--- config.mk ---
export PLATFORM = sky130hd
export DESIGN_NAME = i2c_slave_register_pointer
export DESIGN_NICKNAME = d
export VERILOG_FILES = /design/src/rtl/i2csrp_pkg.sv /design/src/rtl/i2c_slave_register_pointer.sv
export SDC_FILE = /design/constraint.sdc
export NUM_CORES = 2
export LEC_CHECK = 0
export BUFFER_PORTS_ARGS = -buffer_cell sky130_fd_sc_hd__clkbuf_2
export CAP_MARGIN = 25
export CORE_MARGIN = 2
export CORE_UTILIZATION = 45
export DETAILED_ROUTE_END_ITERATION = 10
export SLEW_MARGIN = 20
export SYNTH_ARGS = -nofsm -noshare
export SYNTH_HDL_FRONTEND = slang
export SYNTH_SLANG_ARGS = --single-unit
--- constraint.sdc ---
create_clock -name i_clk -period 4.4 [get_ports i_clk]
set_clock_uncertainty 0.15 [all_clocks]
set_input_delay 0.66 -clock i_clk [delete_from_list [all_inputs] [get_ports i_clk]]
set_output_delay 0.66 -clock i_clk [all_outputs]
set_load 0.02 [all_outputs]
--- src/rtl/i2csrp_pkg.sv ---
`timescale 1ns / 1ps
// ----------------------------------------------------------------------------
// i2csrp_pkg
// Shared constants, codes and helpers for the I2C slave register pointer.
// ----------------------------------------------------------------------------
package i2csrp_pkg;

    // Default sizing of the register file
    localparam int NUM_REGS_DEF  = 16;
    localparam int REG_BYTES_DEF = 8;

    // Fixed field widths
    localparam int MODE_W   = 2;
    localparam int BYTE_W   = 8;
    localparam int LREG_W   = 4;
    localparam int LOFF_W   = 3;
    localparam int ERR_W    = 2;
    localparam int SEL_W    = 4;
    localparam int OFF_W    = 4;
    localparam int CNT_W    = 5;
    localparam int MASK_W   = 16;
    localparam int LEN_TB_W = 63;
    localparam int CFG_IX_W = 2;

    // Configuration register indexes
    localparam logic [CFG_IX_W-1:0] CFG_REG_COUNT = 2'd0;
    localparam logic [CFG_IX_W-1:0] CFG_RO_MASK   = 2'd1;
    localparam logic [CFG_IX_W-1:0] CFG_LEN_TABLE = 2'd2;

    // Event modes
    localparam logic [MODE_W-1:0] MODE_ADDR  = 2'd0;
    localparam logic [MODE_W-1:0] MODE_DATA  = 2'd1;
    localparam logic [MODE_W-1:0] MODE_LOCAL = 2'd2;
    localparam logic [MODE_W-1:0] MODE_NONE  = 2'd3;

    // Error codes
    localparam logic [ERR_W-1:0] ERR_NONE  = 2'd0;
    localparam logic [ERR_W-1:0] ERR_RANGE = 2'd1;
    localparam logic [ERR_W-1:0] ERR_CONF  = 2'd2;
    localparam logic [ERR_W-1:0] ERR_RO    = 2'd3;

    // One accepted byte event
    typedef struct packed {
        logic [MODE_W-1:0] mode;
        logic              is_read;
        logic [BYTE_W-1:0] data_byte;
        logic [LREG_W-1:0] local_register;
        logic [LOFF_W-1:0] local_offset;
    } t_item;

    // Raw length nibble of a register; the top register only has three bits
    function automatic logic [3:0] len_nibble(input logic [LEN_TB_W-1:0] tbl,
                                              input logic [SEL_W-1:0]    sel);
        logic [LEN_TB_W:0] ext;
        ext = {1'b0, tbl};
        return ext[{sel, 2'b00} +: 4];
    endfunction

endpackage

--- src/rtl/i2c_slave_register_pointer.sv ---
`timescale 1ns / 1ps
// ----------------------------------------------------------------------------
// i2c_slave_register_pointer
// Byte-event engine of an I2C slave with a file of multi-byte registers.
// ----------------------------------------------------------------------------
//
// Channel  | Dir | Signals                      | Contents
// ---------+-----+------------------------------+-----------------------------
// s_axis   | in  | tvalid/tready/tdata/tuser    | one byte event per word
// m_axis   | out | tvalid/tready/tdata/tuser    | one result word per event
// cfg      | in  | i_cfg_valid/o_cfg_ready      | register index + data
//
// Steps: the accept cycle issues the register file read; the execute state
//   then applies the read-modify-write and loads the result register. The
//   single-port register file access keeps the read and the write apart.
// Stalls: if the result register is still held by m_axis, the event waits in
//   the execute state and s_axis stays not ready until it completes.
// Reset: synchronous, active low; selection, offset, read-only mask, lengths,
//   valid bits clear and count goes to 16. No sweep: unwritten entries read 0.
// Config is ready only while no event is executing.
// ----------------------------------------------------------------------------
module i2c_slave_register_pointer
    import i2csrp_pkg::*;
#(
    parameter int NUM_REGS  = NUM_REGS_DEF,
    parameter int REG_BYTES = REG_BYTES_DEF
) (
    input  logic                i_clk,
    input  logic                i_rst_n,

    // Event input
    input  logic                s_axis_tvalid,
    output logic                s_axis_tready,
    // [7:0] data_byte, [11:8] local_register, [14:12] local_offset, [15] zero
    input  logic [15:0]         s_axis_tdata,
    // [1:0] mode, [2] is_read
    input  logic [2:0]          s_axis_tuser,

    // Result output
    output logic                m_axis_tvalid,
    input  logic                m_axis_tready,
    // [7:0] tx_byte
    output logic [7:0]          m_axis_tdata,
    // [0] tx_valid, [2:1] error_code
    output logic [2:0]          m_axis_tuser,

    // Configuration write
    input  logic                i_cfg_valid,
    output logic                o_cfg_ready,
    input  logic [CFG_IX_W-1:0] i_cfg_index,
    input  logic [LEN_TB_W-1:0] i_cfg_data
);

    localparam int DEPTH = NUM_REGS * REG_BYTES;
    localparam int AW    = (DEPTH > 1) ? $clog2(DEPTH) : 1;

    localparam logic S_IDLE = 1'b0;
    localparam logic S_EXEC = 1'b1;

    // ------------------------------------------------------------------
    // Control state and held event
    // ------------------------------------------------------------------
    logic             r_state, n_state;
    logic [SEL_W-1:0] r_sel, n_sel;
    logic [OFF_W-1:0] r_off, n_off;
    t_item            r_item;

    logic w_accept;
    logic w_done;

    // ------------------------------------------------------------------
    // Configuration registers
    // ------------------------------------------------------------------
    logic [CNT_W-1:0]    r_reg_count;
    logic [MASK_W-1:0]   r_ro_mask;
    logic [LEN_TB_W-1:0] r_len_table;

    assign o_cfg_ready = (r_state == S_IDLE);

    always_ff @(posedge i_clk) begin
        if (!i_rst_n) begin
            r_reg_count <= CNT_W'(16);
            r_ro_mask   <= '0;
            r_len_table <= '0;
        end else if (i_cfg_valid && o_cfg_ready) begin
            unique case (i_cfg_index)
                CFG_REG_COUNT: r_reg_count <= i_cfg_data[CNT_W-1:0];
                CFG_RO_MASK:   r_ro_mask   <= i_cfg_data[MASK_W-1:0];
                CFG_LEN_TABLE: r_len_table <= i_cfg_data;
                default: ;  // unused index, dropped
            endcase
        end
    end

    assign s_axis_tready = (r_state == S_IDLE);
    assign w_accept      = s_axis_tvalid && s_axis_tready;
    // Execute finishes once the result register can take a word
    assign w_done        = (r_state == S_EXEC) && (!m_axis_tvalid || m_axis_tready);

    // ------------------------------------------------------------------
    // Register file: byte memory plus a valid bit per entry
    // ------------------------------------------------------------------
    logic [BYTE_W-1:0] r_mem [DEPTH];
    logic [DEPTH-1:0]  r_vld;
    logic [BYTE_W-1:0] r_rd_data;
    logic              r_rd_vld;

    logic [3:0]        w_nib;
    logic [3:0]        w_len;
    logic [OFF_W-1:0]  w_off_clip;
    logic [AW-1:0]     w_bus_addr;
    logic [AW-1:0]     w_loc_addr;
    logic [CNT_W-1:0]  w_eff_count;
    logic [BYTE_W-1:0] w_rd_byte;

    assign w_nib = len_nibble(r_len_table, r_sel);
    assign w_len = (w_nib > 4'(REG_BYTES)) ? 4'(REG_BYTES) : w_nib;

    // Offset is only used for access while below the length; clip keeps
    // the address inside the array otherwise.
    assign w_off_clip = (int'(r_off) < REG_BYTES) ? r_off : '0;
    assign w_bus_addr = AW'(int'(r_sel) * REG_BYTES + int'(w_off_clip));
    assign w_loc_addr = AW'(int'(r_item.local_register) * REG_BYTES
                            + int'(r_item.local_offset));

    assign w_eff_count = (int'(r_reg_count) > NUM_REGS) ? CNT_W'(NUM_REGS)
                                                        : r_reg_count;
    assign w_rd_byte   = r_rd_vld ? r_rd_data : '0;

    // ------------------------------------------------------------------
    // Execute: decide result and write-back
    // ------------------------------------------------------------------
    logic              w_we;
    logic [AW-1:0]     w_waddr;
    logic              w_txv;
    logic [BYTE_W-1:0] w_tx;
    logic [ERR_W-1:0]  w_err;

    always_comb begin
        w_we    = 1'b0;
        w_waddr = w_bus_addr;
        w_txv   = 1'b0;
        w_tx    = '0;
        w_err   = ERR_NONE;
        n_sel   = r_sel;
        n_off   = r_off;
        priority if (r_item.mode == MODE_LOCAL) begin
            if (int'(r_item.local_register) < NUM_REGS
                    && int'(r_item.local_offset) < REG_BYTES) begin
                w_we    = 1'b1;
                w_waddr = w_loc_addr;
            end
        end else if (r_item.mode == MODE_ADDR && !r_item.is_read) begin
            n_sel = '0;
            n_off = '0;
        end else if (r_item.mode == MODE_NONE) begin
            // ignored
        end else if (r_item.is_read) begin
            // read address and read data events behave alike
            priority if (w_len == '0) begin
                w_err = ERR_CONF;
            end else if (r_off >= w_len) begin
                w_txv = 1'b1;
            end else begin
                w_txv = 1'b1;
                w_tx  = w_rd_byte;
                n_off = r_off + 1'b1;
            end
        end else if (r_sel == '0) begin
            if ({1'b0, r_item.data_byte} >= 9'(w_eff_count)) begin
                w_err = ERR_RANGE;
            end else begin
                n_sel = r_item.data_byte[SEL_W-1:0];
            end
        end else if (r_ro_mask[r_sel]) begin
            w_err = ERR_RO;
        end else if (w_len == '0) begin
            w_err = ERR_CONF;
        end else if (r_off < w_len) begin
            w_we  = 1'b1;
            n_off = r_off + 1'b1;
        end
    end

    always_comb begin
        n_state = r_state;
        unique case (r_state)
            S_IDLE: if (w_accept) n_state = S_EXEC;
            S_EXEC: if (w_done)   n_state = S_IDLE;
            default:              n_state = S_IDLE;
        endcase
    end

    always_ff @(posedge i_clk) begin
        if (!i_rst_n) begin
            r_state <= S_IDLE;
            r_sel   <= '0;
            r_off   <= '0;
        end else begin
            r_state <= n_state;
            if (w_done) begin
                r_sel <= n_sel;
                r_off <= n_off;
            end
        end
    end

    always_ff @(posedge i_clk) begin
        if (w_accept) begin
            r_item.mode           <= s_axis_tuser[1:0];
            r_item.is_read        <= s_axis_tuser[2];
            r_item.data_byte      <= s_axis_tdata[7:0];
            r_item.local_register <= s_axis_tdata[11:8];
            r_item.local_offset   <= s_axis_tdata[14:12];
        end
    end

    // Memory: read on accept, write back when the event completes
    always_ff @(posedge i_clk) begin
        if (w_accept) begin
            r_rd_data <= r_mem[w_bus_addr];
        end
        if (w_done && w_we) begin
            r_mem[w_waddr] <= r_item.data_byte;
        end
    end

    always_ff @(posedge i_clk) begin
        if (!i_rst_n) begin
            r_vld    <= '0;
            r_rd_vld <= 1'b0;
        end else begin
            if (w_accept) begin
                r_rd_vld <= r_vld[w_bus_addr];
            end
            if (w_done && w_we) begin
                r_vld[w_waddr] <= 1'b1;
            end
        end
    end

    // ------------------------------------------------------------------
    // Result register
    // ------------------------------------------------------------------
    logic              r_out_valid;
    logic              r_out_txv;
    logic [BYTE_W-1:0] r_out_tx;
    logic [ERR_W-1:0]  r_out_err;

    always_ff @(posedge i_clk) begin
        if (!i_rst_n) begin
            r_out_valid <= 1'b0;
        end else if (w_done) begin
            r_out_valid <= 1'b1;
        end else if (m_axis_tready) begin
            r_out_valid <= 1'b0;
        end
    end

    always_ff @(posedge i_clk) begin
        if (w_done) begin
            r_out_txv <= w_txv;
            r_out_tx  <= w_tx;
            r_out_err <= w_err;
        end
    end

    assign m_axis_tvalid = r_out_valid;
    assign m_axis_tdata  = r_out_tx;
    assign m_axis_tuser  = {r_out_err, r_out_txv};

    // ------------------------------------------------------------------
    // Assertions
    // ------------------------------------------------------------------
    a_accept_exec: assert property (@(posedge i_clk) disable iff (!i_rst_n)
        w_accept |=> (r_state == S_EXEC))
        else $error("accepted event did not enter execute");

    a_sel_range: assert property (@(posedge i_clk) disable iff (!i_rst_n)
        int'(r_sel) < NUM_REGS)
        else $error("selection outside register file");

    a_off_range: assert property (@(posedge i_clk) disable iff (!i_rst_n)
        int'(r_off) <= REG_BYTES)
        else $error("byte offset beyond register size");

    a_tx_zero: assert property (@(posedge i_clk) disable iff (!i_rst_n)
        (m_axis_tvalid && !r_out_txv) |-> (r_out_tx == '0))
        else $error("tx byte nonzero without tx_valid");

    a_tx_no_err: assert property (@(posedge i_clk) disable iff (!i_rst_n)
        (m_axis_tvalid && r_out_txv) |-> (r_out_err == ERR_NONE))
        else $error("transmit and error in one result");

endmodule

==> results.md <==
- Status: completed
- Detailed Place HPWL: 80.96 mm
- CTS root buf: clkbuf_16
- Worst Hold Endpoint: r_len_table[59]
- Post-Route WL: 133.7 mm
- First-pass GRT wire length: 197.2 mm
- Syn nets: 3684
- Via count: 31419
- Area of the core: 114500 um^2
- Cell count after synthesis: 3585
- CP Launch Type: register
- Initial antenna violation count: 1
- RD Place Congestion: 0.8376
- Worst EP required: 4690 ps
- Antenna viol nets, final: 0
- Fin worst setup slack: 152.5 ps
- Reg-to-reg startpoint: r_sel[0]
- Hold Path Depth: 3
- Area grow syn2layout: 16.68%
- Drt wl/cell: 24.30 um
- Final setup viols: 0
- Crit path DAT: 4540 ps
- Die width: 343.8 um
- Max-Cap Viols: 0
- P per Cell Area: 410.1 nW/um^2
- Share of cells above drive strength 1: 21.55%
- Fin. Hold Viols: 0
- Post-synthesis sequential area ratio: 69.90%
- Floorplan row count: 124
- Ys async rst share: 0%
- Placed inst area: 55710 um^2
- Total clock buffers created by CTS: 136
- CTS tree: built
- Largest cells by area after synthesis: edfxtp_1 61%, dfxtp_1 8.6%, mux2i_1 3.9%
- Die area: 118200 um^2
- FMAX: 235.4 MHz
- CTS H-tree depth: 4
- EDFF count, synth: 1061
- Final period utilization: 96.53%
- Synthesized area per cell: 14.50 um^2
- Final core utilization: 52.96%
- Antenna Diode Count: 0
- Synth warn: 0
- Measured slew at the worst slew-check pin: 1069 ps
- CTS Sinks: 1284
- Clk_lat worst skew: 750 ps
- Drt pass-1 iters: 5
- Reg2reg end: r_mem[101][6]
- Final Cell Area: 60640 um^2
- Most common cell in the netlist: edfxtp_1
- Worst setup EP type: register
- Die height: 343.8 um
- # DRC: 0
- Top cells by count, synth: 1061 x edfxtp_1, 374 x nand2_1, 340 x o21ai_0
- Initial Util: 45.39%
- I/O Buffers: 101
- Final Max Slew Viols: 0
- Hold path startpoint: i_cfg_data[59]
- Post-route minimum period: 4248 ps
- Nets: 3981
- Leading area contributor after synthesis: edfxtp_1
- Initial drt markers: 2976
- Mapped Area: 51970 um^2
- IO Pins: 103
- Via density: 5.710
- Worst Path Max Fanout: 23
- Clk buf depth: 3
- Dpl ws: 82.07 ps
- Largest net degree at the start of global routing: 123
- R2R Setup Slk: 150 ps
- Synth top area share: 61.31%
- Peak supply drop: 0.3169 mV
- Hold Crit Class: in -> reg
- All-layer global routing usage: 22.66%
- Worst-path clk slew: 60 ps
- GRT overflow: 0
- CP Class: reg -> reg
- Vias in the first global route: 30977
- Synthesized flop and latch total: 1284
- Worst reg-to-reg path cell count: 16
- Relative slew slack: 28.74%
- Leakage power figure: 19.20 nW
- Synth cell types: 64
- Main flop type after synthesis: edfxtp_1
-- kinds of logic after synthesis --
kind of cell	after synthesis	synth area share, %
buffers and inverters	280	2.155
flip-flops	1284	69.90
XOR/XNOR	1	0.01686
AND/OR/NAND/NOR	738	6.053
adder cells (fa/ha/maj)	10	0.2408
AO/OA/AOI/OAI	816	10.32
multiplexers	456	11.32
-- cells in the final DEF (no fill, tap or decap), types with 17 or more instances in the layout --
cell type      Yosys  routed
mux2i_1          204     204
clkbuf_1         203      29
mux2_2           163     163
dlygate4sd3_1      0      60
clkinv_2           0      23
buf_12             0      18
clkinv_1           1      23
clkbuf_16          0     143
mux4_2            89      89
nand3_1           46      46
nand2_1          374     373
nor2_1           190     188
a221oi_1         102     102
nor3_1            48      46
and2_1            18      17
o221ai_1          66      66
buf_4              3     246
o21ai_0          340     339
a2bb2oi_1         24      24
a21boi_0          80      80
a31oi_1           18      17
clkbuf_2           0     100
dfxtp_1          223     217
a311oi_1          17      17
a21oi_1           63      63
edfxtp_1        1061    1061
nor2b_1           25      19
-- final cells by class --
class	count	area (um^2)
inverters	11	41.29
clock buffers	179	3784
clock inverters	67	508.0
fillers	9368	53860
well taps	1512	1892
multi-input cells	2021	14690
flip-flops and latches	1284	36340
repair buffers	428	3386
-- per-layer routing --
metal	up-vias	GRT usage (%)	part of all wire, %
met5	-	0	0
met4	0	7.817	3.0
met3	215	4.167	6.5
met2	996	36.87	48
met1	15761	30.72	42
li1	14447	-	-
-- worst max-delay path, stage by stage (launching register included) --
cell	delay, ps
dfxtp_4	430
buf_4	150
mux4_2	490
a22oi_1	270
nand2_1	170
nand2_1	110
ha_1	240
nor2b_1	150
o21a_1	170
o21ai_2	170
nand4_2	210
nor3_4	320
buf_4	210
o21ai_4	60
buf_12	210
nor2_1	190
buf_4	210
-- how the worst max path moves through the flow --
stage,startpoint,end,cells past startpoint
after floorplan,r_sel[0],r_mem[6][0],13
after global placement,r_sel[0],r_mem[110][3],14
after detailed placement,r_sel[0],r_mem[101][6],16
after CTS,r_sel[0],r_mem[101][3],16
after global routing,r_sel[0],r_mem[101][6],15
final,r_sel[0],r_mem[101][6],16
-- stage by stage --
step | TNS (ps) | hold WS, ps | instances | power [mW]
final | 0 | 34.08 | 5502 | 24.87
after global routing | -566.2 | 28.39 | 5502 | 25.59
after CTS | 0 | 0.3018 | 5499 | 25.07
after detailed placement | 0 | 285.9 | 5193 | 14.11
after global placement | 0 | 281.6 | 5191 | 14.10
after floorplan | -4060 | 269.4 | 3585 | 13.80
-- report_power, final --
part,switching [mW],internal (mW)
Combinational,0.476,0.174
Sequential,0.0307,13.2
Clock,4.61,6.36
Total,5.11,19.8
-- sequential cells by signal, indices dropped and copies added (netlist names) --
register,cells
r_ro_mask,16
r_state,1
r_rd_data,8
r_sel,4
r_len_table,63
r_off,4
r_mem,1024
r_out_err,2
r_item,18
r_reg_count,5
r_vld,128
m_axis_tdata,8
m_axis_tvalid,1
r_rd_vld,1
r_out_txv,1
-- what timing repair did --
item,4_1_cts,5_1_grt
hold buffers,60,0
setup endpoints to repair,0,529
buffers inserted,0,3
endpoints found under the hold margin,60,0
gates resized for setup,0,5
No activity file was read; power rests on OpenSTA's default activity.
